==> config.mk <==
export PLATFORM = sky130hd
export DESIGN_NAME = dfrc_front
export DESIGN_NICKNAME = d
export VERILOG_FILES = /design/src/rtl/core/dfrc_pkg.sv /design/src/rtl/core/dfrc_front.sv
export SDC_FILE = /design/constraint.sdc
export NUM_CORES = 2
export LEC_CHECK = 0
export BUFFER_PORTS_ARGS = -buffer_cell sky130_fd_sc_hd__buf_4
export CORE_MARGIN = 2
export CORE_UTILIZATION = 56
export CTS_CLUSTER_DIAMETER = 30
export DETAILED_ROUTE_END_ITERATION = 8
export PLACE_DENSITY = 0.8
export SYNTH_ARGS = -nofsm -noshare
export SYNTH_HDL_FRONTEND = slang
export SYNTH_SLANG_ARGS = --single-unit
export TNS_END_PERCENT = 50
==> constraint.sdc <==
create_clock -name clk -period 5.7 [get_ports clk]
set_clock_uncertainty 0.2 [all_clocks]
set_input_delay 1.14 -clock clk [delete_from_list [all_inputs] [get_ports clk]]
set_output_delay 1.14 -clock clk [all_outputs]
set_load 0.05 [all_outputs]
==> src/rtl/core/dfrc_pkg.sv <==
// ----------------------------------------------------------------------------
// dfrc_pkg: shared definitions for the detection filter and rescale block
// Widths, constants, register indexes and the word that travels through the
// divider cell chain.
// ----------------------------------------------------------------------------
package dfrc_pkg;

	localparam int NUM_CLASSES     = 80;
	localparam int MASK_W          = 80;
	localparam int DEFAULT_PROCESS = 224;
	localparam int NUM_LANES       = 4;

	localparam int SCORE_W  = 16;
	localparam int LABEL_W  = 9;
	localparam int COORD_W  = 16;
	localparam int IMG_W    = 13;
	localparam int PROC_W   = 12;
	localparam int PIX_W    = 13;
	localparam int CLASS_W  = 7;
	localparam int CFG_IDX_W  = 3;
	localparam int CFG_DATA_W = 64;
	localparam int MASK_LO_W  = 64;
	localparam int MASK_HI_W  = 16;

	// Magnitude of a coordinate times an image size stays below 2**28.
	localparam int MAG_W = COORD_W + IMG_W - 1;
	localparam int REM_W = PROC_W;
	localparam int SV_W  = MAG_W + 1;
	localparam int TR_W  = SV_W - 4;

	localparam int PIX_MAX = 4095;
	localparam int PIX_MIN = -4096;

	typedef enum logic [CFG_IDX_W-1:0] {
		REG_MIN_SCORE       = 3'd0,
		REG_CLASS_MASK_LOW  = 3'd1,
		REG_CLASS_MASK_HIGH = 3'd2,
		REG_PROCESS_WIDTH   = 3'd3,
		REG_PROCESS_HEIGHT  = 3'd4,
		REG_IMAGE_WIDTH     = 3'd5,
		REG_IMAGE_HEIGHT    = 3'd6
	} cfg_reg_t;

	typedef struct packed {
		logic [CLASS_W-1:0] class_id;
		logic [SCORE_W-1:0] confidence;
		logic               box_valid;
		logic               frame_end;
	} side_t;

	typedef struct packed {
		logic [REM_W-1:0] rem;
		logic [MAG_W-1:0] dq;
		logic             neg;
	} lane_t;

	typedef struct packed {
		side_t                     side;
		lane_t [NUM_LANES-1:0]     lane;
	} div_word_t;

endpackage

==> src/rtl/core/dfrc_front.sv <==
// ----------------------------------------------------------------------------
// dfrc_front: detection filter and scale multiply
// Decides whether a detection is kept, takes corner magnitudes and signs, and
// multiplies each magnitude by the image size ahead of the divider chain.
// ----------------------------------------------------------------------------
module dfrc_front (
	input  logic                              clk,
	input  logic                              arst_n,
	input  logic                              en,
	input  logic                              accept,
	input  logic [dfrc_pkg::SCORE_W-1:0]      score,
	input  logic signed [dfrc_pkg::LABEL_W-1:0] class_label,
	input  logic signed [dfrc_pkg::COORD_W-1:0] left_edge,
	input  logic signed [dfrc_pkg::COORD_W-1:0] top_edge,
	input  logic signed [dfrc_pkg::COORD_W-1:0] right_edge,
	input  logic signed [dfrc_pkg::COORD_W-1:0] bottom_edge,
	input  logic                              frame_end_in,
	input  logic [dfrc_pkg::SCORE_W-1:0]      min_score,
	input  logic [dfrc_pkg::MASK_W-1:0]       class_mask,
	input  logic [dfrc_pkg::IMG_W-1:0]        image_width,
	input  logic [dfrc_pkg::IMG_W-1:0]        image_height,
	output logic                              vld_out,
	output dfrc_pkg::div_word_t               word_out
);

	logic [dfrc_pkg::COORD_W-1:0] coord [dfrc_pkg::NUM_LANES];
	logic [dfrc_pkg::COORD_W-1:0] mag   [dfrc_pkg::NUM_LANES];
	logic                         keep;
	logic                         in_range;
	dfrc_pkg::side_t              side;

	logic                         vld_s1;
	dfrc_pkg::side_t              side_s1;
	logic [dfrc_pkg::COORD_W-1:0] mag_s1 [dfrc_pkg::NUM_LANES];
	logic [dfrc_pkg::NUM_LANES-1:0] neg_s1;

	logic                         vld_s2;
	dfrc_pkg::div_word_t          word_s2;
	dfrc_pkg::div_word_t          word_next;

	assign coord[0] = left_edge;
	assign coord[1] = top_edge;
	assign coord[2] = right_edge;
	assign coord[3] = bottom_edge;

	assign in_range = !class_label[dfrc_pkg::LABEL_W-1] &&
	                  (class_label[dfrc_pkg::LABEL_W-2:0] <
	                   (dfrc_pkg::LABEL_W-1)'(dfrc_pkg::NUM_CLASSES));
	assign keep = (score >= min_score) && in_range &&
	              class_mask[class_label[dfrc_pkg::CLASS_W-1:0]];

	always_comb begin
		for (int l = 0; l < dfrc_pkg::NUM_LANES; l++) begin
			mag[l] = coord[l][dfrc_pkg::COORD_W-1] ? (~coord[l] + 1'b1) : coord[l];
		end
		side.class_id   = class_label[dfrc_pkg::CLASS_W-1:0];
		side.confidence = score;
		side.box_valid  = keep;
		side.frame_end  = frame_end_in;
	end

	always_comb begin
		logic [dfrc_pkg::COORD_W+dfrc_pkg::IMG_W-1:0] prod;
		word_next.side = side_s1;
		for (int l = 0; l < dfrc_pkg::NUM_LANES; l++) begin
			prod = {{dfrc_pkg::IMG_W{1'b0}}, mag_s1[l]} *
			       {{dfrc_pkg::COORD_W{1'b0}}, (l[0] ? image_height : image_width)};
			word_next.lane[l].rem = '0;
			word_next.lane[l].dq  = prod[dfrc_pkg::MAG_W-1:0];
			word_next.lane[l].neg = neg_s1[l];
		end
	end

	always_ff @(posedge clk or negedge arst_n) begin
		if (!arst_n) begin
			vld_s1 <= 1'b0;
			vld_s2 <= 1'b0;
		end else if (en) begin
			vld_s1 <= accept && (keep || frame_end_in);
			vld_s2 <= vld_s1;
		end
	end

	always_ff @(posedge clk) begin
		if (en) begin
			side_s1 <= side;
			for (int l = 0; l < dfrc_pkg::NUM_LANES; l++) begin
				mag_s1[l] <= mag[l];
				neg_s1[l] <= coord[l][dfrc_pkg::COORD_W-1];
			end
			word_s2 <= word_next;
		end
	end

	assign vld_out  = vld_s2;
	assign word_out = word_s2;

endmodule

==> metrics.cfg <==
[clock_network]
clkTransAtPathRegs_ns = 0.05
h-tree-depth = 3
tritoncts = done
clkLatencyLatePin_ns = 0.60
clockRootBuffer = clkbuf_16
numCtsBuffers = 67
numClockSinks = 236
clk_path_buf_depth = 3

[drt]
drc_errors = 0
wirelength_um = 96500
wire_per_inst_um = 18.2
vias = 28500
antenna_left = 0
vias_per_cell = 5.38
drtIter0Drc = 2217
drt_pass1_iterations = 8

[placement]
place_inst = 5129
io_buffers = 357
placed_cell_area_um2 = 42600
pre_cts_ws_ns = -0.831
place.gp.congestion = 0.914
dp_hpwl_um = 72600

[critical_path]
crit_path_max_incr_delay_ns = 0.55
crit_type = input port to register
required_ns = 5.90
cp_common_cell = fa_1
critPathTopFamily = adder cells
crit_chain = buf_12 -> and2_4 -> fa_1 -> inv_2 -> fa_1 -> inv_1 -> fa_1 -> fa_1 -> inv_1 -> fa_1 -> inv_2 -> ha_4 -> a2111oi_4 -> o21ai_1 -> o21ai_1 -> o21ai_1 -> nand2b_4 -> a41o_1 -> o21ai_2 -> mux2i_1 -> a2111oi_2
critPathLaunchType = input port
critPathCaptureType = register
cp_data_arrival_time_ns = 6.05
crit_slowest_cell = fa_1
path_max_fanout = 8
worst-path-buf-inv = 5

[final_layout]
post-route-cell-area_um2 = 46200
fin_cells = 5302
fillers = 4316
layout_commonest_cell = inv_1
area_growth_pct = 27.7
final_nets = 5527
register_area_um2 = 7080
n_antenna_cell = 0
final_cell_mix = inv_1 (834), buf_4 (700), fa_1 (603)
multiInputGateArea_um2 = 26100
layout-drive-gt1-share = 0.248

[logic_synthesis]
yosysWarnings = 0
synthDistinctLibCells = 63
syn_area_per_cell_um2 = 9.73
synth_seq_area_share = 0.196
synth-edff-count = 234
synthFlopType = edfxtp_1
ys_top_cells_by_area = fa_1 (34%), edfxtp_1 (19%), ha_1 (11%)
synthCells = 3713
async_flop_share = 0.00847
synth_area_um2 = 36100
ys_ff_latch = 236
yosysTopAreaCell = fa_1
yosysTopAreaCellShare = 0.339

[timing]
rsz0062_at_grt = yes
drv_slew = 0
hold_viol = 0
clock.fmax_mhz = 171
fin_crit_sh = 1.03
fin_hold_ws_ns = 0.118
finalCriticalPeriod_ns = 5.85
worst_slack_ns = -0.149
finalSetupViolCount = 12
tightest_slew_ns = 0.990
slew_headroom = 0.340

[global_route]
grt_usage = 0.288
grt_max_degree = 119
grt_first_pass_wirelength_um = 152000
antenna_found_initial = 0
grt_pass1_vias = 30500
overflow = 0

[floorplan]
rows = 93
dieWidth_um = 258
die_y_um = 258
start_util = 0.564
ios = 406
core_um2 = 64100
dieArea_um2 = 66600

[run]
maxCapViolations = 0

[status]
failed_checks = setup timing
outcome = finished with violations

[hold_path]
hp-class = input port to async pin

## area by class of cell
cell class                      instances  share of cell area
Clock buffer                           76              0.0380
Clock inverter                         45              0.0111
Inverter                              855              0.0695
Multi-Input combinational cell       2469               0.566
Sequential cell                       236               0.153
Tap cell                              855              0.0232
Timing Repair Buffer                  766               0.139
## path summary, 6_finish.rpt
| path | depth (start not counted) | slack [ns] | startpoint | endpoint |
|---|---|---|---|---|
| max | 21 | -0.15 | image_width[7] | word_out[110]$_DFFE_PP_ |
| min | 1 | 0.12 | arst_n | vld_out$_DFFE_PN0P_ |
| max reg2reg | 21 | -0.09 | mag_s1[0][5]$_DFFE_PP_ | word_out[27]$_DFFE_PP_ |
| min reg2reg | 0 | 0.18 | side_s1[19]$_DFFE_PP_ | word_out[183]$_DFFE_PP_ |
| max in group asynchronous | 1 | 5.09 | arst_n | vld_s1$_DFFE_PN0P_ |
| min in group clk | 0 | 0.18 | side_s1[19]$_DFFE_PP_ | word_out[183]$_DFFE_PP_ |
## cells in the mapped netlist, types with 14 or more instances
library cell,n
fa_1,612
nor3_1,14
a21o_1,30
nand2_1,505
o31ai_1,14
xor2_1,25
mux4_2,24
nand2b_1,21
ha_1,304
nand3_1,14
o21ai_0,56
a21oi_1,76
nor2_1,52
inv_1,855
buf_4,49
clkbuf_1,148
and2_1,387
edfxtp_1,234
xnor2_1,124
## cell families after synthesis
group,share of synthesized area
AOI/OAI and AO/OA,0.0473
and+or+nand+nor,0.145
adders and majority gates,0.444
buffers and inverters,0.115
other,0.000104
xor gates and xnor gates,0.0361
muxes,0.0161
DFF,0.196
## timing repair
action,4_1_cts,5_1_grt
resized for setup,65,123
gates cloned,1,7
pin swaps,40,94
buffers inserted,14,30
hold buffers,0,0
endpoints found under the setup margin,16,35
## per-layer routing
metal | share of wire | GRT usage
met2 | 0.51 | 0.507
met1 | 0.37 | 0.347
met3 | 0.071 | 0.0445
met5 | 0 | 0
met4 | 0.052 | 0.137
## worst register-to-register path, cell delays in order, from the launching register on
cell      delay, ns
edfxtp_1       0.44
buf_4          0.22
and2_1         0.19
fa_1           0.53
inv_2          0.05
fa_1           0.51
inv_2          0.05
fa_1           0.55
inv_2          0.04
fa_2           0.53
fa_1           0.42
inv_2          0.08
ha_4           0.21
a21o_1         0.19
a21oi_2        0.21
a31oi_4        0.13
o211ai_1       0.23
a21o_1         0.23
a31oi_4        0.11
o21a_1         0.21
nor2_2         0.10
xnor2_1        0.08
## per-stage QoR
| step | util | TNS, ns |
|---|---|---|
| 3_3_place_gp | 0.664 | -24.13 |
| 2_1_floorplan | - | -3.86 |
| 4_1_cts | 0.706 | -0.100 |
| 3_5_place_dp | 0.664 | -30.09 |
| 5_1_grt | 0.720 | -3.26 |
| 6_report | 0.720 | -0.976 |
## state kept, by name, summed over array words and instances, names as in the netlist
signal,count
vld_out,1
vld_s1,1
word_out,141
side_s1,25
mag_s1,64
neg_s1,4
Power is left out: the tool's default activity adds up to more than one toggle a clock period on the data nets, which glitch-free logic cannot reach.
