==> config.mk <==
export PLATFORM = sky130hd
export DESIGN_NAME = dfrc_back
export DESIGN_NICKNAME = d
export VERILOG_FILES = /design/src/rtl/core/dfrc_pkg.sv /design/src/rtl/core/dfrc_back.sv
export SDC_FILE = /design/constraint.sdc
export NUM_CORES = 1
export LEC_CHECK = 0
export ABC_AREA = 0
export BUFFER_PORTS_ARGS = -buffer_cell sky130_fd_sc_hd__clkbuf_2
export CORE_MARGIN = 2
export CORE_UTILIZATION = 61
export DETAILED_ROUTE_END_ITERATION = 10
export PLACE_DENSITY_LB_ADDON = 0.1
export SYNTH_ARGS = -nofsm -noshare
export SYNTH_HDL_FRONTEND = slang
export SYNTH_SLANG_ARGS = --single-unit
==> constraint.sdc <==
create_clock -name clk -period 18.6 [get_ports clk]
set_input_delay 3.72 -clock clk [delete_from_list [all_inputs] [get_ports clk]]
set_output_delay 3.72 -clock clk [all_outputs]
set_load 0.03 [all_outputs]
==> src/rtl/core/dfrc_pkg.sv <==
// ----------------------------------------------------------------------------
// dfrc_pkg: shared definitions for the detection filter and rescale block
// Widths, constants, register indexes and the word that travels through the
// divider cell chain.
// ----------------------------------------------------------------------------
package dfrc_pkg;

	localparam int NUM_CLASSES     = 80;
	localparam int MASK_W          = 80;
	localparam int DEFAULT_PROCESS = 224;
	localparam int NUM_LANES       = 4;

	localparam int SCORE_W  = 16;
	localparam int LABEL_W  = 9;
	localparam int COORD_W  = 16;
	localparam int IMG_W    = 13;
	localparam int PROC_W   = 12;
	localparam int PIX_W    = 13;
	localparam int CLASS_W  = 7;
	localparam int CFG_IDX_W  = 3;
	localparam int CFG_DATA_W = 64;
	localparam int MASK_LO_W  = 64;
	localparam int MASK_HI_W  = 16;

	// Magnitude of a coordinate times an image size stays below 2**28.
	localparam int MAG_W = COORD_W + IMG_W - 1;
	localparam int REM_W = PROC_W;
	localparam int SV_W  = MAG_W + 1;
	localparam int TR_W  = SV_W - 4;

	localparam int PIX_MAX = 4095;
	localparam int PIX_MIN = -4096;

	typedef enum logic [CFG_IDX_W-1:0] {
		REG_MIN_SCORE       = 3'd0,
		REG_CLASS_MASK_LOW  = 3'd1,
		REG_CLASS_MASK_HIGH = 3'd2,
		REG_PROCESS_WIDTH   = 3'd3,
		REG_PROCESS_HEIGHT  = 3'd4,
		REG_IMAGE_WIDTH     = 3'd5,
		REG_IMAGE_HEIGHT    = 3'd6
	} cfg_reg_t;

	typedef struct packed {
		logic [CLASS_W-1:0] class_id;
		logic [SCORE_W-1:0] confidence;
		logic               box_valid;
		logic               frame_end;
	} side_t;

	typedef struct packed {
		logic [REM_W-1:0] rem;
		logic [MAG_W-1:0] dq;
		logic             neg;
	} lane_t;

	typedef struct packed {
		side_t                     side;
		lane_t [NUM_LANES-1:0]     lane;
	} div_word_t;

endpackage

==> src/rtl/core/dfrc_back.sv <==
// ----------------------------------------------------------------------------
// dfrc_back: clip, pixel conversion and rectangle output
// Restores corner signs, clips to the image, converts to saturated integer
// pixels and forms the rectangle in the output register.
// ----------------------------------------------------------------------------
module dfrc_back (
	input  logic                              clk,
	input  logic                              arst_n,
	input  logic                              vld_in,
	input  dfrc_pkg::div_word_t               word_in,
	input  logic [dfrc_pkg::IMG_W-1:0]        image_width,
	input  logic [dfrc_pkg::IMG_W-1:0]        image_height,
	input  logic                              out_stall,
	output logic                              advance,
	output logic                              out_valid,
	output logic signed [dfrc_pkg::PIX_W-1:0] box_x,
	output logic signed [dfrc_pkg::PIX_W-1:0] box_y,
	output logic [dfrc_pkg::PIX_W-1:0]        box_width,
	output logic [dfrc_pkg::PIX_W-1:0]        box_height,
	output logic [dfrc_pkg::CLASS_W-1:0]      class_id,
	output logic [dfrc_pkg::SCORE_W-1:0]      confidence,
	output logic                              box_valid,
	output logic                              frame_end_out
);

	logic signed [dfrc_pkg::SV_W-1:0]  bound_x;
	logic signed [dfrc_pkg::SV_W-1:0]  bound_y;
	logic signed [dfrc_pkg::SV_W-1:0]  clip_next [dfrc_pkg::NUM_LANES];
	logic signed [dfrc_pkg::PIX_W-1:0] pix_next  [dfrc_pkg::NUM_LANES];

	logic                              vld_t1;
	dfrc_pkg::side_t                   side_t1;
	logic signed [dfrc_pkg::SV_W-1:0]  clip_t1 [dfrc_pkg::NUM_LANES];

	logic                              vld_t2;
	dfrc_pkg::side_t                   side_t2;
	logic signed [dfrc_pkg::PIX_W-1:0] pix_t2 [dfrc_pkg::NUM_LANES];

	logic                              out_valid_q;
	logic                              out_free;
	logic signed [dfrc_pkg::PIX_W-1:0] start_x;
	logic signed [dfrc_pkg::PIX_W-1:0] start_y;
	logic [dfrc_pkg::PIX_W-1:0]        len_x;
	logic [dfrc_pkg::PIX_W-1:0]        len_y;
	logic signed [dfrc_pkg::PIX_W-1:0] box_x_q;
	logic signed [dfrc_pkg::PIX_W-1:0] box_y_q;
	logic [dfrc_pkg::PIX_W-1:0]        box_width_q;
	logic [dfrc_pkg::PIX_W-1:0]        box_height_q;
	dfrc_pkg::side_t                   side_q;

	assign out_free = !out_valid_q || !out_stall;
	assign advance  = out_free || !vld_t2;

	assign bound_x = ({{(dfrc_pkg::SV_W-dfrc_pkg::IMG_W){1'b0}}, image_width} -
	                  dfrc_pkg::SV_W'(1)) <<< 4;
	assign bound_y = ({{(dfrc_pkg::SV_W-dfrc_pkg::IMG_W){1'b0}}, image_height} -
	                  dfrc_pkg::SV_W'(1)) <<< 4;

	always_comb begin
		logic signed [dfrc_pkg::SV_W-1:0] mag_ext;
		logic signed [dfrc_pkg::SV_W-1:0] sv;
		logic signed [dfrc_pkg::SV_W-1:0] bound;
		for (int l = 0; l < dfrc_pkg::NUM_LANES; l++) begin
			mag_ext = {1'b0, word_in.lane[l].dq};
			sv      = word_in.lane[l].neg ? -mag_ext : mag_ext;
			bound   = l[0] ? bound_y : bound_x;
			if (l < 2) begin
				clip_next[l] = (sv < 0) ? '0 : sv;
			end else begin
				clip_next[l] = (sv > bound) ? bound : sv;
			end
		end
	end

	always_comb begin
		logic signed [dfrc_pkg::SV_W-1:0] adj;
		logic signed [dfrc_pkg::TR_W-1:0] tr;
		for (int l = 0; l < dfrc_pkg::NUM_LANES; l++) begin
			adj = clip_t1[l][dfrc_pkg::SV_W-1] ?
			      (clip_t1[l] + dfrc_pkg::SV_W'(15)) : clip_t1[l];
			tr  = adj[dfrc_pkg::SV_W-1:4];
			if (tr > dfrc_pkg::PIX_MAX) begin
				pix_next[l] = dfrc_pkg::PIX_W'(dfrc_pkg::PIX_MAX);
			end else if (tr < dfrc_pkg::PIX_MIN) begin
				pix_next[l] = dfrc_pkg::PIX_W'(dfrc_pkg::PIX_MIN);
			end else begin
				pix_next[l] = tr[dfrc_pkg::PIX_W-1:0];
			end
		end
	end

	always_comb begin
		logic signed [dfrc_pkg::PIX_W:0] dx;
		logic signed [dfrc_pkg::PIX_W:0] dy;
		dx = {pix_t2[2][dfrc_pkg::PIX_W-1], pix_t2[2]} - {pix_t2[0][dfrc_pkg::PIX_W-1], pix_t2[0]};
		dy = {pix_t2[3][dfrc_pkg::PIX_W-1], pix_t2[3]} - {pix_t2[1][dfrc_pkg::PIX_W-1], pix_t2[1]};
		start_x = (pix_t2[0] < pix_t2[2]) ? pix_t2[0] : pix_t2[2];
		start_y = (pix_t2[1] < pix_t2[3]) ? pix_t2[1] : pix_t2[3];
		len_x   = dx[dfrc_pkg::PIX_W] ? dfrc_pkg::PIX_W'(-dx) : dx[dfrc_pkg::PIX_W-1:0];
		len_y   = dy[dfrc_pkg::PIX_W] ? dfrc_pkg::PIX_W'(-dy) : dy[dfrc_pkg::PIX_W-1:0];
	end

	always_ff @(posedge clk or negedge arst_n) begin
		if (!arst_n) begin
			vld_t1      <= 1'b0;
			vld_t2      <= 1'b0;
			out_valid_q <= 1'b0;
		end else begin
			if (advance) begin
				vld_t1 <= vld_in;
				vld_t2 <= vld_t1;
			end
			if (out_free) begin
				out_valid_q <= vld_t2;
			end
		end
	end

	always_ff @(posedge clk) begin
		if (advance) begin
			side_t1 <= word_in.side;
			side_t2 <= side_t1;
			for (int l = 0; l < dfrc_pkg::NUM_LANES; l++) begin
				clip_t1[l] <= clip_next[l];
				pix_t2[l]  <= pix_next[l];
			end
		end
		if (out_free) begin
			side_q <= side_t2;
			if (side_t2.box_valid) begin
				box_x_q      <= start_x;
				box_y_q      <= start_y;
				box_width_q  <= len_x;
				box_height_q <= len_y;
			end else begin
				box_x_q      <= '0;
				box_y_q      <= '0;
				box_width_q  <= '0;
				box_height_q <= '0;
			end
		end
	end

	assign out_valid     = out_valid_q;
	assign box_x         = box_x_q;
	assign box_y         = box_y_q;
	assign box_width     = box_width_q;
	assign box_height    = box_height_q;
	assign class_id      = side_q.box_valid ? side_q.class_id : '0;
	assign confidence    = side_q.box_valid ? side_q.confidence : '0;
	assign box_valid     = side_q.box_valid;
	assign frame_end_out = side_q.frame_end;

endmodule

==> summary.md <==
| Metric | Value |
|---|---|
| Max-Slew Margin vs Limit | `22.6%` |
| Hold_ws | `0.415 ns` |
| Most frequent cell on the critical path | `clkbuf_2` |
| Setup Buffers After CTS | `0` |
| TNS Setup | `0 ns` |
| Routed WL | `between 30000 and 40000 um` |
| Via count | `11319` |
| Worst Max-Slew Pin Slew | `1.14 ns` |
| Asr flop ratio synth | `1.04%` |
| CP Data Arrival Time | `5.00 ns` |
| Clk_lat worst skew | `roughly 0.55 ns` |
| Cell taking the most area after synthesis | `edfxtp_1` |
| Num CTS Buffers | `29` |
| Vias per inst | `around 5.6` |
| CTS max path bufs | `3` |
| Mean Syn Cell Area | `11.5 um^2` |
| Max-slew violations | `0` |
| Worst r2r dst | `box_width[12]$_SDFFCE_PN0P_` |
| PortBufs | `249` |
| Die span in y | `168 um` |
| Crit path max fanout | `211` |
| Worst R2R Path Depth | `12` |
| Hold_sp | `side_t2[6]$_DFFE_PP_` |
| Top FF cell, synth | `edfxtp_1` |
| H-tree depth | `1` |
| Filler cells | `1921` |
| Global-route wire length before repair | `approximately 52000 um` |
| Die area | `28200 um^2` |
| GPL Wtd Cong | `0.845` |
| Total I/O pin count | `298` |
| # DRC | `0` |
| DRT Pass-1 Iters | `5` |
| Core ar. | `26200 um^2` |
| Top-area cell type share of the netlist area | `between 50% and 60%` |
| GRT overflow | `0` |
| Clk sink count | `288` |
| Final Setup Violations | `0` |
| WP buf/inv | `3` |
| Fraction of layout cells with a size suffix above 1 | `around a fifth` |
| Clock root cell | `clkbuf_16` |
| Post-route ant nets | `0` |
| Die W | `around 170 um` |
| Antenna violations before repair | `0` |
| Clock transition at path regs | `0.06 ns` |
| Clock Skews | `0.0122 ns` |
| Max-cap violations | `0` |
| Top cells by area, synth | `edfxtp_1 (52%), ha_1 (6.4%), xnor2_1 (4.0%)` |
| Final nets | `1979` |
| Final Hold Fails | `0` |
| RR Startpoint | `pix_t2[2][0]$_SDFFCE_PN1P_` |
| Mapped cell area | `around 16000 um^2` |
| GRT Total Usage | `~22%` |
| Final Cycle Share | `between 40% and 50%` |
| Synthesis-to-finish area growth | `15.2%` |
| R2r setup slk | `between 15 and 20 ns` |
| Crit path kind | `in -> out` |
| Top delay family on crit path | `buffers and inverters` |
| YS warnings | `0` |
| Critical-path cell list | `clkbuf_2, nand3_4, buf_12, clkbuf_2` |
| N_diodes | `0` |
| Slowest stage cell on the critical path | `buf_12` |
| Max VDD drop | `0.0744 mV` |
| Hold path cells | `0` |
| Cts hold-fix bufs | `0` |
| Worst hold path class | `reg -> reg` |
| Largest net degree at the start of global routing | `between 200 and 250` |
| Max incr delay on CP | `0.64 ns` |
| RSZ-0062 raised after global routing | `no` |
| Starting Density | `62.4%` |
| Post-synth cell types | `83` |
| Status | `finished, final reports clean` |
| HPWL Detailed | `24300 um` |
| CTS tree | `built` |
| Most frequent cells in the layout | `edfxtp_1 (285), clkbuf_2 (249), inv_1 (84), ha_1 (84), nand2_1 (83)` |
| Seq/Total Area, Yosys | `52.8%` |
| Synth Instances | `1426` |
| Vias in the first global route | `10863` |
| Iter 0 DRT Violations | `725` |
| Commonest non-fill, non-tap cell in the layout | `edfxtp_1` |
| Leak | `~0.0078 uW` |
| WP data required | `14.88 ns` |
| Startpoint Class | `primary input` |
| PD cells | `~110 nW/um^2` |
| Post-synth EDFFs | `roughly 290` |
| Num rows | `59` |
| Minimum clock period after layout | `8.72 ns` |
| Hold path endpoint | `side_q[6]$_DFFE_PP_` |
| Avg WL per Cell | `15.7 um` |
| Critical Path End Type | `primary output` |
| #FFs+latches synth | `288` |
| FMAX | `115 MHz` |
| Post-CTS Resized | `0` |
==> worst register-to-register path, stage by stage (launching register included) <==
cell and delay, ns:
edfxtp_1 0.44, inv_1 0.09, ha_1 0.17, inv_1 0.05, fa_1 0.41, a21o_1 0.22, a221oi_4 0.33, o21ai_1 0.14
xor2_1 0.19, or4_4 0.53, o41ai_4 0.36, xnor2_1 0.10, and2_1 0.15
==> registers in the layout (all words and copies together) (netlist names), 13 cells and up <==
| name | count |
|---|---|
| box_width | 13 |
| box_x | 13 |
| box_height | 13 |
| side_t1 | 25 |
| side_t2 | 25 |
| box_y | 13 |
| pix_t2 | 52 |
| side_q | 23 |
| clip_t1 | 106 |
==> synth_stat cells, drive strengths merged, types with 6 or more instances <==
master / n
a211oi: 7
a21o: 23
a21oi: 38
and2: 50
and3: 16
buf: 9
clkbuf: 31
edfxtp: 285
ha: 84
inv: 84
mux2i: 51
nand2: 84
nand2b: 14
nand3: 42
nand4: 18
nor2: 60
nor2b: 73
nor3: 22
nor4: 30
o21a: 18
o21ai: 75
o21ba: 6
o31a: 7
o31ai: 17
o41ai: 9
or2: 31
or3: 17
or4: 16
xnor2: 75
xor2: 62
==> power breakdown <==
group	internal, uW	switching, uW	total [uW]
Combinational	211	351	562
Sequential	860	46.1	906
Clock	300	234	535
==> stage by stage <==
step | cells | worst slack, ns | instance area [um^2] | total power, uW | utilization (%)
finish | 2031 | 9.88 | 18800 | 2000 | 71.9
global route | 2031 | 9.71 | 18800 | 2110 | 71.9
CTS | 2031 | 9.78 | 18800 | 2020 | 71.9
detailed placement | 1978 | 9.78 | 18000 | 1480 | 68.6
global placement | 1978 | 9.80 | 18000 | 1460 | 68.6
floorplan | 1427 | 6.24 | 16400 | 1340 | -
==> cell families (layout without fill, tap and decap cells) <==
logic type	Yosys count	count (layout)	share of synthesized area, %
buffers and inverters	125	394	2.92
other	1	2	0.0229
DFF	288	288	52.8
AOI/OAI and AO/OA	241	241	10.2
adders and majority gates	86	86	6.67
and+or+nand+nor	493	493	16.7
muxes	55	55	3.39
xor gates and xnor gates	137	137	7.38
==> area by class of cell <==
| type | count | area (um^2) | share of cell area (%) |
|---|---|---|---|
| timing repair buffer | 256 | 1310 | 6.96 |
| clock inverter | 18 | 124 | 0.657 |
| sequential | 288 | 8630 | 45.8 |
| inverter | 85 | 319 | 1.69 |
| tap | 335 | 419 | 2.22 |
| clock buffer | 35 | 748 | 3.97 |
| multi-input combinational | 1014 | 7290 | 38.7 |
==> per-layer routing <==
layer | global-route usage (%) | wire length, um
met1 | 32.1 | 15000
met5 | 0 | 0
met2 | 37.4 | 15000
met3 | 2.70 | 1570
met4 | 4.31 | 395
==> how the worst max path moves through the flow <==
| stage | start | to | slack [ns] | depth (start not counted) |
|---|---|---|---|---|
| 6_report | out_stall | advance | 9.88 | 4 |
| 5_1_grt | out_stall | advance | 9.71 | 4 |
| 4_1_cts | out_stall | advance | 9.78 | 4 |
| 3_5_place_dp | out_stall | advance | 9.78 | 4 |
| 3_3_place_gp | out_stall | advance | 9.80 | 4 |
| 2_1_floorplan | out_stall | advance | 6.24 | 1 |
(Power assumes the default switching activity.)
