File: config.mk
export PLATFORM = sky130hd
export DESIGN_NAME = dfrc_div_cell
export DESIGN_NICKNAME = d
export VERILOG_FILES = /design/src/rtl/core/dfrc_pkg.sv /design/src/rtl/core/dfrc_div_cell.sv
export SDC_FILE = /design/constraint.sdc
export NUM_CORES = 1
export LEC_CHECK = 0
export BUFFER_PORTS_ARGS = -buffer_cell sky130_fd_sc_hd__buf_2
export CORE_AREA = 4 4 158 160
export CTS_CLUSTER_SIZE = 28
export DETAILED_ROUTE_END_ITERATION = 7
export DIE_AREA = 0 0 162 164
export PLACE_DENSITY = 0.67
export RECOVER_POWER = 100
export SLEW_MARGIN = 40
export SYNTH_ARGS = -nofsm -noshare
export SYNTH_HDL_FRONTEND = slang
export SYNTH_SLANG_ARGS = --single-unit
export TNS_END_PERCENT = 20
File: constraint.sdc
create_clock -name clk -period 0.8 [get_ports clk]
set_clock_uncertainty 0.05 [all_clocks]
set_input_delay 0.04 -clock clk [delete_from_list [all_inputs] [get_ports clk]]
set_output_delay 0.04 -clock clk [all_outputs]
set_load 0.05 [all_outputs]
File: src/rtl/core/dfrc_pkg.sv
// ----------------------------------------------------------------------------
// dfrc_pkg: shared definitions for the detection filter and rescale block
// Widths, constants, register indexes and the word that travels through the
// divider cell chain.
// ----------------------------------------------------------------------------
package dfrc_pkg;

	localparam int NUM_CLASSES     = 80;
	localparam int MASK_W          = 80;
	localparam int DEFAULT_PROCESS = 224;
	localparam int NUM_LANES       = 4;

	localparam int SCORE_W  = 16;
	localparam int LABEL_W  = 9;
	localparam int COORD_W  = 16;
	localparam int IMG_W    = 13;
	localparam int PROC_W   = 12;
	localparam int PIX_W    = 13;
	localparam int CLASS_W  = 7;
	localparam int CFG_IDX_W  = 3;
	localparam int CFG_DATA_W = 64;
	localparam int MASK_LO_W  = 64;
	localparam int MASK_HI_W  = 16;

	// Magnitude of a coordinate times an image size stays below 2**28.
	localparam int MAG_W = COORD_W + IMG_W - 1;
	localparam int REM_W = PROC_W;
	localparam int SV_W  = MAG_W + 1;
	localparam int TR_W  = SV_W - 4;

	localparam int PIX_MAX = 4095;
	localparam int PIX_MIN = -4096;

	typedef enum logic [CFG_IDX_W-1:0] {
		REG_MIN_SCORE       = 3'd0,
		REG_CLASS_MASK_LOW  = 3'd1,
		REG_CLASS_MASK_HIGH = 3'd2,
		REG_PROCESS_WIDTH   = 3'd3,
		REG_PROCESS_HEIGHT  = 3'd4,
		REG_IMAGE_WIDTH     = 3'd5,
		REG_IMAGE_HEIGHT    = 3'd6
	} cfg_reg_t;

	typedef struct packed {
		logic [CLASS_W-1:0] class_id;
		logic [SCORE_W-1:0] confidence;
		logic               box_valid;
		logic               frame_end;
	} side_t;

	typedef struct packed {
		logic [REM_W-1:0] rem;
		logic [MAG_W-1:0] dq;
		logic             neg;
	} lane_t;

	typedef struct packed {
		side_t                     side;
		lane_t [NUM_LANES-1:0]     lane;
	} div_word_t;

endpackage

File: src/rtl/core/dfrc_div_cell.sv
// ----------------------------------------------------------------------------
// dfrc_div_cell: one restoring division step
// Produces one quotient bit for each of the four corner lanes and passes the
// item on to the next cell.
// ----------------------------------------------------------------------------
module dfrc_div_cell (
	input  logic                           clk,
	input  logic                           arst_n,
	input  logic                           en,
	input  logic                           vld_in,
	input  dfrc_pkg::div_word_t            word_in,
	input  logic [dfrc_pkg::PROC_W-1:0]    div_x,
	input  logic [dfrc_pkg::PROC_W-1:0]    div_y,
	output logic                           vld_out,
	output dfrc_pkg::div_word_t            word_out
);

	logic                vld_q;
	dfrc_pkg::div_word_t word_q;
	dfrc_pkg::div_word_t word_next;

	always_comb begin
		logic [dfrc_pkg::PROC_W-1:0] divisor;
		logic [dfrc_pkg::REM_W:0]    shifted;
		logic [dfrc_pkg::REM_W:0]    diff;
		logic                        ge;
		word_next = word_in;
		for (int l = 0; l < dfrc_pkg::NUM_LANES; l++) begin
			divisor = l[0] ? div_y : div_x;
			shifted = {word_in.lane[l].rem, word_in.lane[l].dq[dfrc_pkg::MAG_W-1]};
			diff    = shifted - {1'b0, divisor};
			ge      = (shifted >= {1'b0, divisor});
			word_next.lane[l].rem = ge ? diff[dfrc_pkg::REM_W-1:0]
			                           : shifted[dfrc_pkg::REM_W-1:0];
			word_next.lane[l].dq  = {word_in.lane[l].dq[dfrc_pkg::MAG_W-2:0], ge};
		end
	end

	always_ff @(posedge clk or negedge arst_n) begin
		if (!arst_n) begin
			vld_q <= 1'b0;
		end else if (en) begin
			vld_q <= vld_in;
		end
	end

	always_ff @(posedge clk) begin
		if (en) begin
			word_q <= word_next;
		end
	end

	assign vld_out  = vld_q;
	assign word_out = word_q;

endmodule

==> metrics, run 1 <==
status=finished with violations; failing checks=hold timing, setup timing; Die Area=26570 sq um; Detail Route Antenna Nets=0; Cells after Synth=between 500 and 600; Post-DP Area=roughly 12000 sq um; Worst-path clk slew=80 ps; routed via count=~8000; Comb pwr share=between 30% and 40%; Worst-Skew Late Latency=approximately 430 ps; sequential area share after synthesis=64.78%; commonest non-fill, non-tap cell in the layout=buf_6; Die W=~160 um; Critical Path Sink Type=flop; Multi-input gate area=3492 sq um; fraction of layout cells with a size suffix above 1=53.60%; Yosys Warn Count=0; final setup fails=approximately 330; final hold vios=36; Max Cap Violations=0; largest net degree at the start of global routing=43; Placer Congestion=0.8764; Tcrit/Tclk final=219.5%; Final #Nets=1560; DR WL/cell=around 21 um; Rel. slew slack=just under 70%; grt total ovfl=0; Finished Cell Area=16410 sq um; Max VDD drop=~1.3 mV; clk sinks=190; Area growth, synth to finish=86.46%; Routed Wire Length=about 35 mm; Net Sw Power=about 11 mW; initial antenna violation count=9; syn_nets=between 800 and 900; Total GRT Usage=25.55%; most frequent cells in the layout=buf_6, edfxtp_1, buf_2; Hold Path Class=in2reg; post-synth cell types=50; Power Internal=approximately 22 mW; syn_area_per_cell=between 15 and 20 sq um; IO Pins=roughly 400; H-tree depth=4; Tot Pwr=about 33 mW; Remaining DRCs=0; CP startpoint kind=input pin; Cell Rows=56; min cycle time layout=~1800 ps; Hold Buf Count CTS=146; clock power share=26.5%; crit-path max FO=2; CP required=approximately 940 ps; Final Max Tran Viols=0; switching part of the total=between 30% and 40%; drt pass-1 iters=7; mapped cell area=around 8800 sq um; Final WS setup=-955.9 ps; CP Class=in2reg; number of global-route vias before repair=roughly 8500; worst slew pin tran=just under 500 ps; TritonCTS clock tree=done; Final Util=a little over two thirds; pwr/cell area=~2000 nW/um^2; IO Port Bufs=~410; vias per cell=around 4.8; worst path arrival time=around 1900 ps; CTS Buffer Depth=2; Seq pwr share=38.5%; Register Area=5700 sq um; Die Height=around 160 um; RSZ-0062 raised after global routing=true; Worst R2R Setup Slack=-80 ps; core area=~23000 sq um; worst slack, placed=-1426 ps; final hold slack=-107.3 ps; total CTS buffers=17; FF+latch count, synth=190; Root Buffer=clkbuf_16; detailed placement HPWL=about 22 mm; fmax=around 570 MHz; first-pass GRT wire length=between 50 and 60 mm; DRT iter0 DRCs=roughly 580; Initial Utilization=37.60%; fill cell count=between 1500 and 2000; Leak Pwr=7.204 nW
==> synth_stat cells (all sizes together) <==
master | n | share of area (%)
or3 | 2 | 0.14
nor3 | 8 | 0.46
buf | 6 | 0.92
nand2b | 3 | 0.21
nor4 | 1 | 0.14
o21bai | 3 | 0.26
nand3 | 10 | 0.63
and3 | 3 | 0.21
a41oi | 1 | 0.10
nand2 | 24 | 1.0
a22oi | 1 | 0.085
o221a | 1 | 0.13
a311o | 3 | 0.34
a21oi | 21 | 1.2
nor2b | 10 | 0.97
o21ai | 19 | 1.2
o41ai | 1 | 0.10
nand4 | 5 | 0.43
a21o | 4 | 0.34
nor4b | 1 | 0.10
dfrtp | 1 | 0.28
o31ai | 6 | 0.51
o211ai | 3 | 0.73
a21boi | 5 | 0.43
o21a | 12 | 1.0
or2 | 1 | 0.071
fa | 4 | 0.91
a221oi | 1 | 0.10
ha | 48 | 6.8
xnor2 | 11 | 1.1
inv | 39 | 1.7
mux2i | 8 | 0.91
a2111oi | 2 | 0.41
o31a | 7 | 0.70
nor2 | 33 | 1.4
a32oi | 3 | 0.30
a211oi | 6 | 0.68
a211o | 3 | 0.30
mux2 | 39 | 6.2
edfxtp | 189 | 64
xor2 | 20 | 2.0
==> final cells by class <==
cell class,instances,area share [%]
diodes,6,0.09151
well taps,319,2.433
repair buffers,707,36.56
flip-flops and latches,190,34.74
clock inverters,15,1.159
multi-input cells,336,21.28
inverters,39,1.136
clock buffers,17,2.593
==> registers in the layout, indices dropped and copies added, names as in the netlist <==
name / cells
word_out: 189
vld_out: 1
==> cells by family after synthesis <==
logic type / synth area share, %
compound gates: 8.930
xor+xnor: 3.085
fa+ha+maj: 7.735
buf+inv: 2.588
flops: 64.78
mux: 7.095
simple gates: 5.787
==> per-layer routing <==
layer	wire [um]	track usage, %	vias to the layer above
met1	13250	29.88	3794
met5	30	0	-
met3	2242	5.997	81
li1	-	-	3637
met2	17920	45.15	359
met4	1514	10.88	6
==> power by group through the flow <==
| stage | Sequential (mW) | Combinational, mW | Clock, mW |
|---|---|---|---|
| 4_1_cts | 12.6 | 11.3 | 8.84 |
| 6_report | 12.7 | 11.5 | 8.73 |
| 2_1_floorplan | 16.1 | 2.39 | 0 |
| 3_5_place_dp | 12.6 | 8.92 | 0 |
| 5_1_grt | 12.8 | 12.0 | 9.37 |
| 3_3_place_gp | 12.6 | 8.83 | 0 |
==> worst paths after layout <==
check	from	to	depth (start not counted)
setup / recovery	div_x[0]	word_out[121]$_DFFE_PP_	9
hold / removal	word_in[79]	word_out[80]$_DFFE_PP_	2
setup reg to reg	vld_out$_DFFE_PN0P_	vld_out$_DFFE_PN0P_	1
hold reg to reg	vld_out$_DFFE_PN0P_	vld_out$_DFFE_PN0P_	1
max in group asynchronous	arst_n	vld_out$_DFFE_PN0P_	3
min in group asynchronous	arst_n	vld_out$_DFFE_PN0P_	3
==> through the flow <==
step	cells	TNS, ps
2_1_floorplan	568	-55750
3_3_place_gp	1424	-80880
3_5_place_dp	1424	-83800
4_1_cts	1621	-97150
5_1_grt	1629	-117400
6_report	1629	-104290
==> critical path, cell delays in order <==
cell and delay, ps:
buf_8 110, ha_4 170, fa_2 390, nor2b_4 120
o31a_1 200, nor3_2 80, o31ai_2 360, xor2_1 150
mux2_4 270
==> timing repair <==
item | CTS | global route
hold endpoints to repair | 189 | 40
gates cloned | 3 | 0
endpoints found under the setup margin | 242 | 244
buffers inserted | 19 | 4
pin swaps | 51 | 30
gates resized for setup | 498 | 28
Note: power is estimated with default switching activity, not from simulation.
==> inputs of run 2 (changes only) <==
--- a/config.mk
+++ b/config.mk
@@ -12,6 +12,7 @@
 export DIE_AREA = 0 0 162 164
 export PLACE_DENSITY = 0.67
 export RECOVER_POWER = 100
+export SETUP_SLACK_MARGIN = 0.05
 export SLEW_MARGIN = 40
 export SYNTH_ARGS = -nofsm -noshare
 export SYNTH_HDL_FRONTEND = slang
==> run 2 against run 1 <==
The flow still finishes with violations (hold timing, setup timing). Via count hardly changed. Critical path depth stayed put. Core utilization hardly changed. Final area hardly changed. Clock power hardly changed. Largest power group unchanged. Highest routed layer unchanged.
==> metrics, run 2 (synthesis results as in run 1) <==
drt pass-1 iters=7 (unchanged); Cell Rows=56 (unchanged); Detail Route Antenna Nets=0 (unchanged); fraction of layout cells with a size suffix above 1=53.57% (about the same); worst path arrival time=1890 ps (about the same); Worst-path clk slew=80 ps (about the same); Tcrit/Tclk final=219.4% (about the same); Placer Congestion=0.8764 (unchanged); failing checks=hold timing, setup timing; fill cell count=1622 (unchanged); final setup fails=359 (+7.8%); Multi-input gate area=3492 sq um (unchanged); largest net degree at the start of global routing=43 (unchanged); RSZ-0062 raised after global routing=true; Critical Path Sink Type=flop; Die Height=164 um (unchanged); Final Max Tran Viols=0 (unchanged); Final WS setup=-954.9 ps (+1.066 ps); CP startpoint kind=input pin; Hold Buf Count CTS=145 (-0.68%); max reg flops=189 (unchanged); DP Cell Count=1424 (unchanged); routed via count=7884 (+0.089%); H-tree depth=4 (unchanged); IO Pins=407 (unchanged); initial antenna violation count=9 (unchanged); Die W=162 um (unchanged); Max VDD drop=1.339 mV (+0.47%); Final #Nets=1559 (-0.064%); vias per cell=4.843 (+0.15%); DRT iter0 DRCs=579 (-0.69%); most frequent cells in the layout=buf_6, edfxtp_1, buf_2; number of global-route vias before repair=8489 (-0.059%); Hold Path Class=in2reg; first-pass GRT wire length=51.01 mm (about the same); Rel. slew slack=63.12% (-4.6 points); Final Util=70.09% (about the same); Die Area=26570 sq um (unchanged); CTS Buffer Depth=2 (unchanged); Initial Utilization=37.60% (unchanged); final hold vios=36 (unchanged); min cycle time layout=1755 ps (-1.066 ps); Leak Pwr=7.200 nW (about the same); setup_tns=-115770 ps (-11480 ps); fmax=569.8 MHz (about the same); Max Cap Violations=0 (unchanged); worst slack, placed=-1426 ps (unchanged); Routed Wire Length=34.93 mm (-0.11%); DR WL/cell=21.45 um (about the same); crit-path max FO=2 (unchanged); clk sinks=190 (unchanged); Worst R2R Setup Slack=-80 ps (about the same); worst slew pin tran=552.3 ps (+68.53 ps); Register Area=5700 sq um (unchanged); Finished Layout Cells=1628 (-0.061%); Remaining DRCs=0 (unchanged); final hold slack=-108.5 ps (-1.164 ps); CP Class=in2reg; Area growth, synth to finish=86.41% (about the same); detailed placement HPWL=22.45 mm (unchanged); total CTS buffers=17 (unchanged); Total GRT Usage=25.52% (-0.027 points); grt total ovfl=0 (unchanged); Root Buffer=clkbuf_16; CP required=940 ps (about the same); TritonCTS clock tree=done; commonest non-fill, non-tap cell in the layout=buf_6; status=finished with violations; Worst-Skew Late Latency=430 ps (about the same); pwr/cell area=2012 nW/um^2 (about the same); IO Port Bufs=406 (unchanged); core area=23400 sq um (unchanged); Tot Pwr=33.00 mW (about the same)
## run 2: changes by cell type in the layout (fill, tap and decap cells not counted), sizes merged
cell,delta
buf,-1
dlymetal6s2s,+1
dlymetal6s4s,-1
## run 2: critical path: stages
cell and delay (ps):
buf_8 110, ha_4 170, fa_2 390, nor2b_4 120
o31a_1 200, nor3_2 80, o31ai_2 360, xor2_1 150
mux2_4 270
## run 2: through the flow
step / hold slack, ps / area [sq um]
finish: -108.5 / 16400
global route: -127.1 / 16400
CTS: -134.1 / 16340
detailed placement: -231.8 / 12390
global placement: -235.5 / 12390
floorplan: -305.6 / 8930
## run 2: worst paths after layout
| path | startpoint | endpoint | cells past startpoint |
|---|---|---|---|
| min reg2reg | vld_out$_DFFE_PN0P_ | vld_out$_DFFE_PN0P_ | 1 |
| max | div_x[0] | word_out[121]$_DFFE_PP_ | 9 |
| min | word_in[119] | word_out[120]$_DFFE_PP_ | 2 |
| max reg2reg | vld_out$_DFFE_PN0P_ | vld_out$_DFFE_PN0P_ | 1 |
| max in group asynchronous | arst_n | vld_out$_DFFE_PN0P_ | 3 |
| min in group asynchronous | arst_n | vld_out$_DFFE_PN0P_ | 3 |
## run 2: power breakdown
group	total [mW]	internal (mW)	switching (mW)
combinational	11.5	5.08	6.45
clock	8.75	4.29	4.46
sequential	12.7	12.2	0.550
total	33.0	21.5	11.5
## run 2: metal layers
layer	wire length [um]	global-route usage [%]
met1	13250	29.87
met2	17860	45.07
met4	1558	10.88
met5	33	0
met3	2234	5.997
## run 2: repair_timing
action,CTS,global route
gates cloned,3,0
endpoints found under the setup margin,243,243
endpoints found under the hold margin,189,41
pin swaps,51,30
resized for setup,498,27
buffers inserted,19,4
## run 2: final cells by class
| class | instances | area share (%) |
|---|---|---|
| sequential | 190 | 34.75 |
| clock buffer | 17 | 2.593 |
| clock inverter | 15 | 1.159 |
| inverter | 39 | 1.137 |
| multi-input combinational | 336 | 21.29 |
| timing repair buffer | 706 | 36.54 |
| antenna | 6 | 0.09153 |
| tap | 319 | 2.433 |
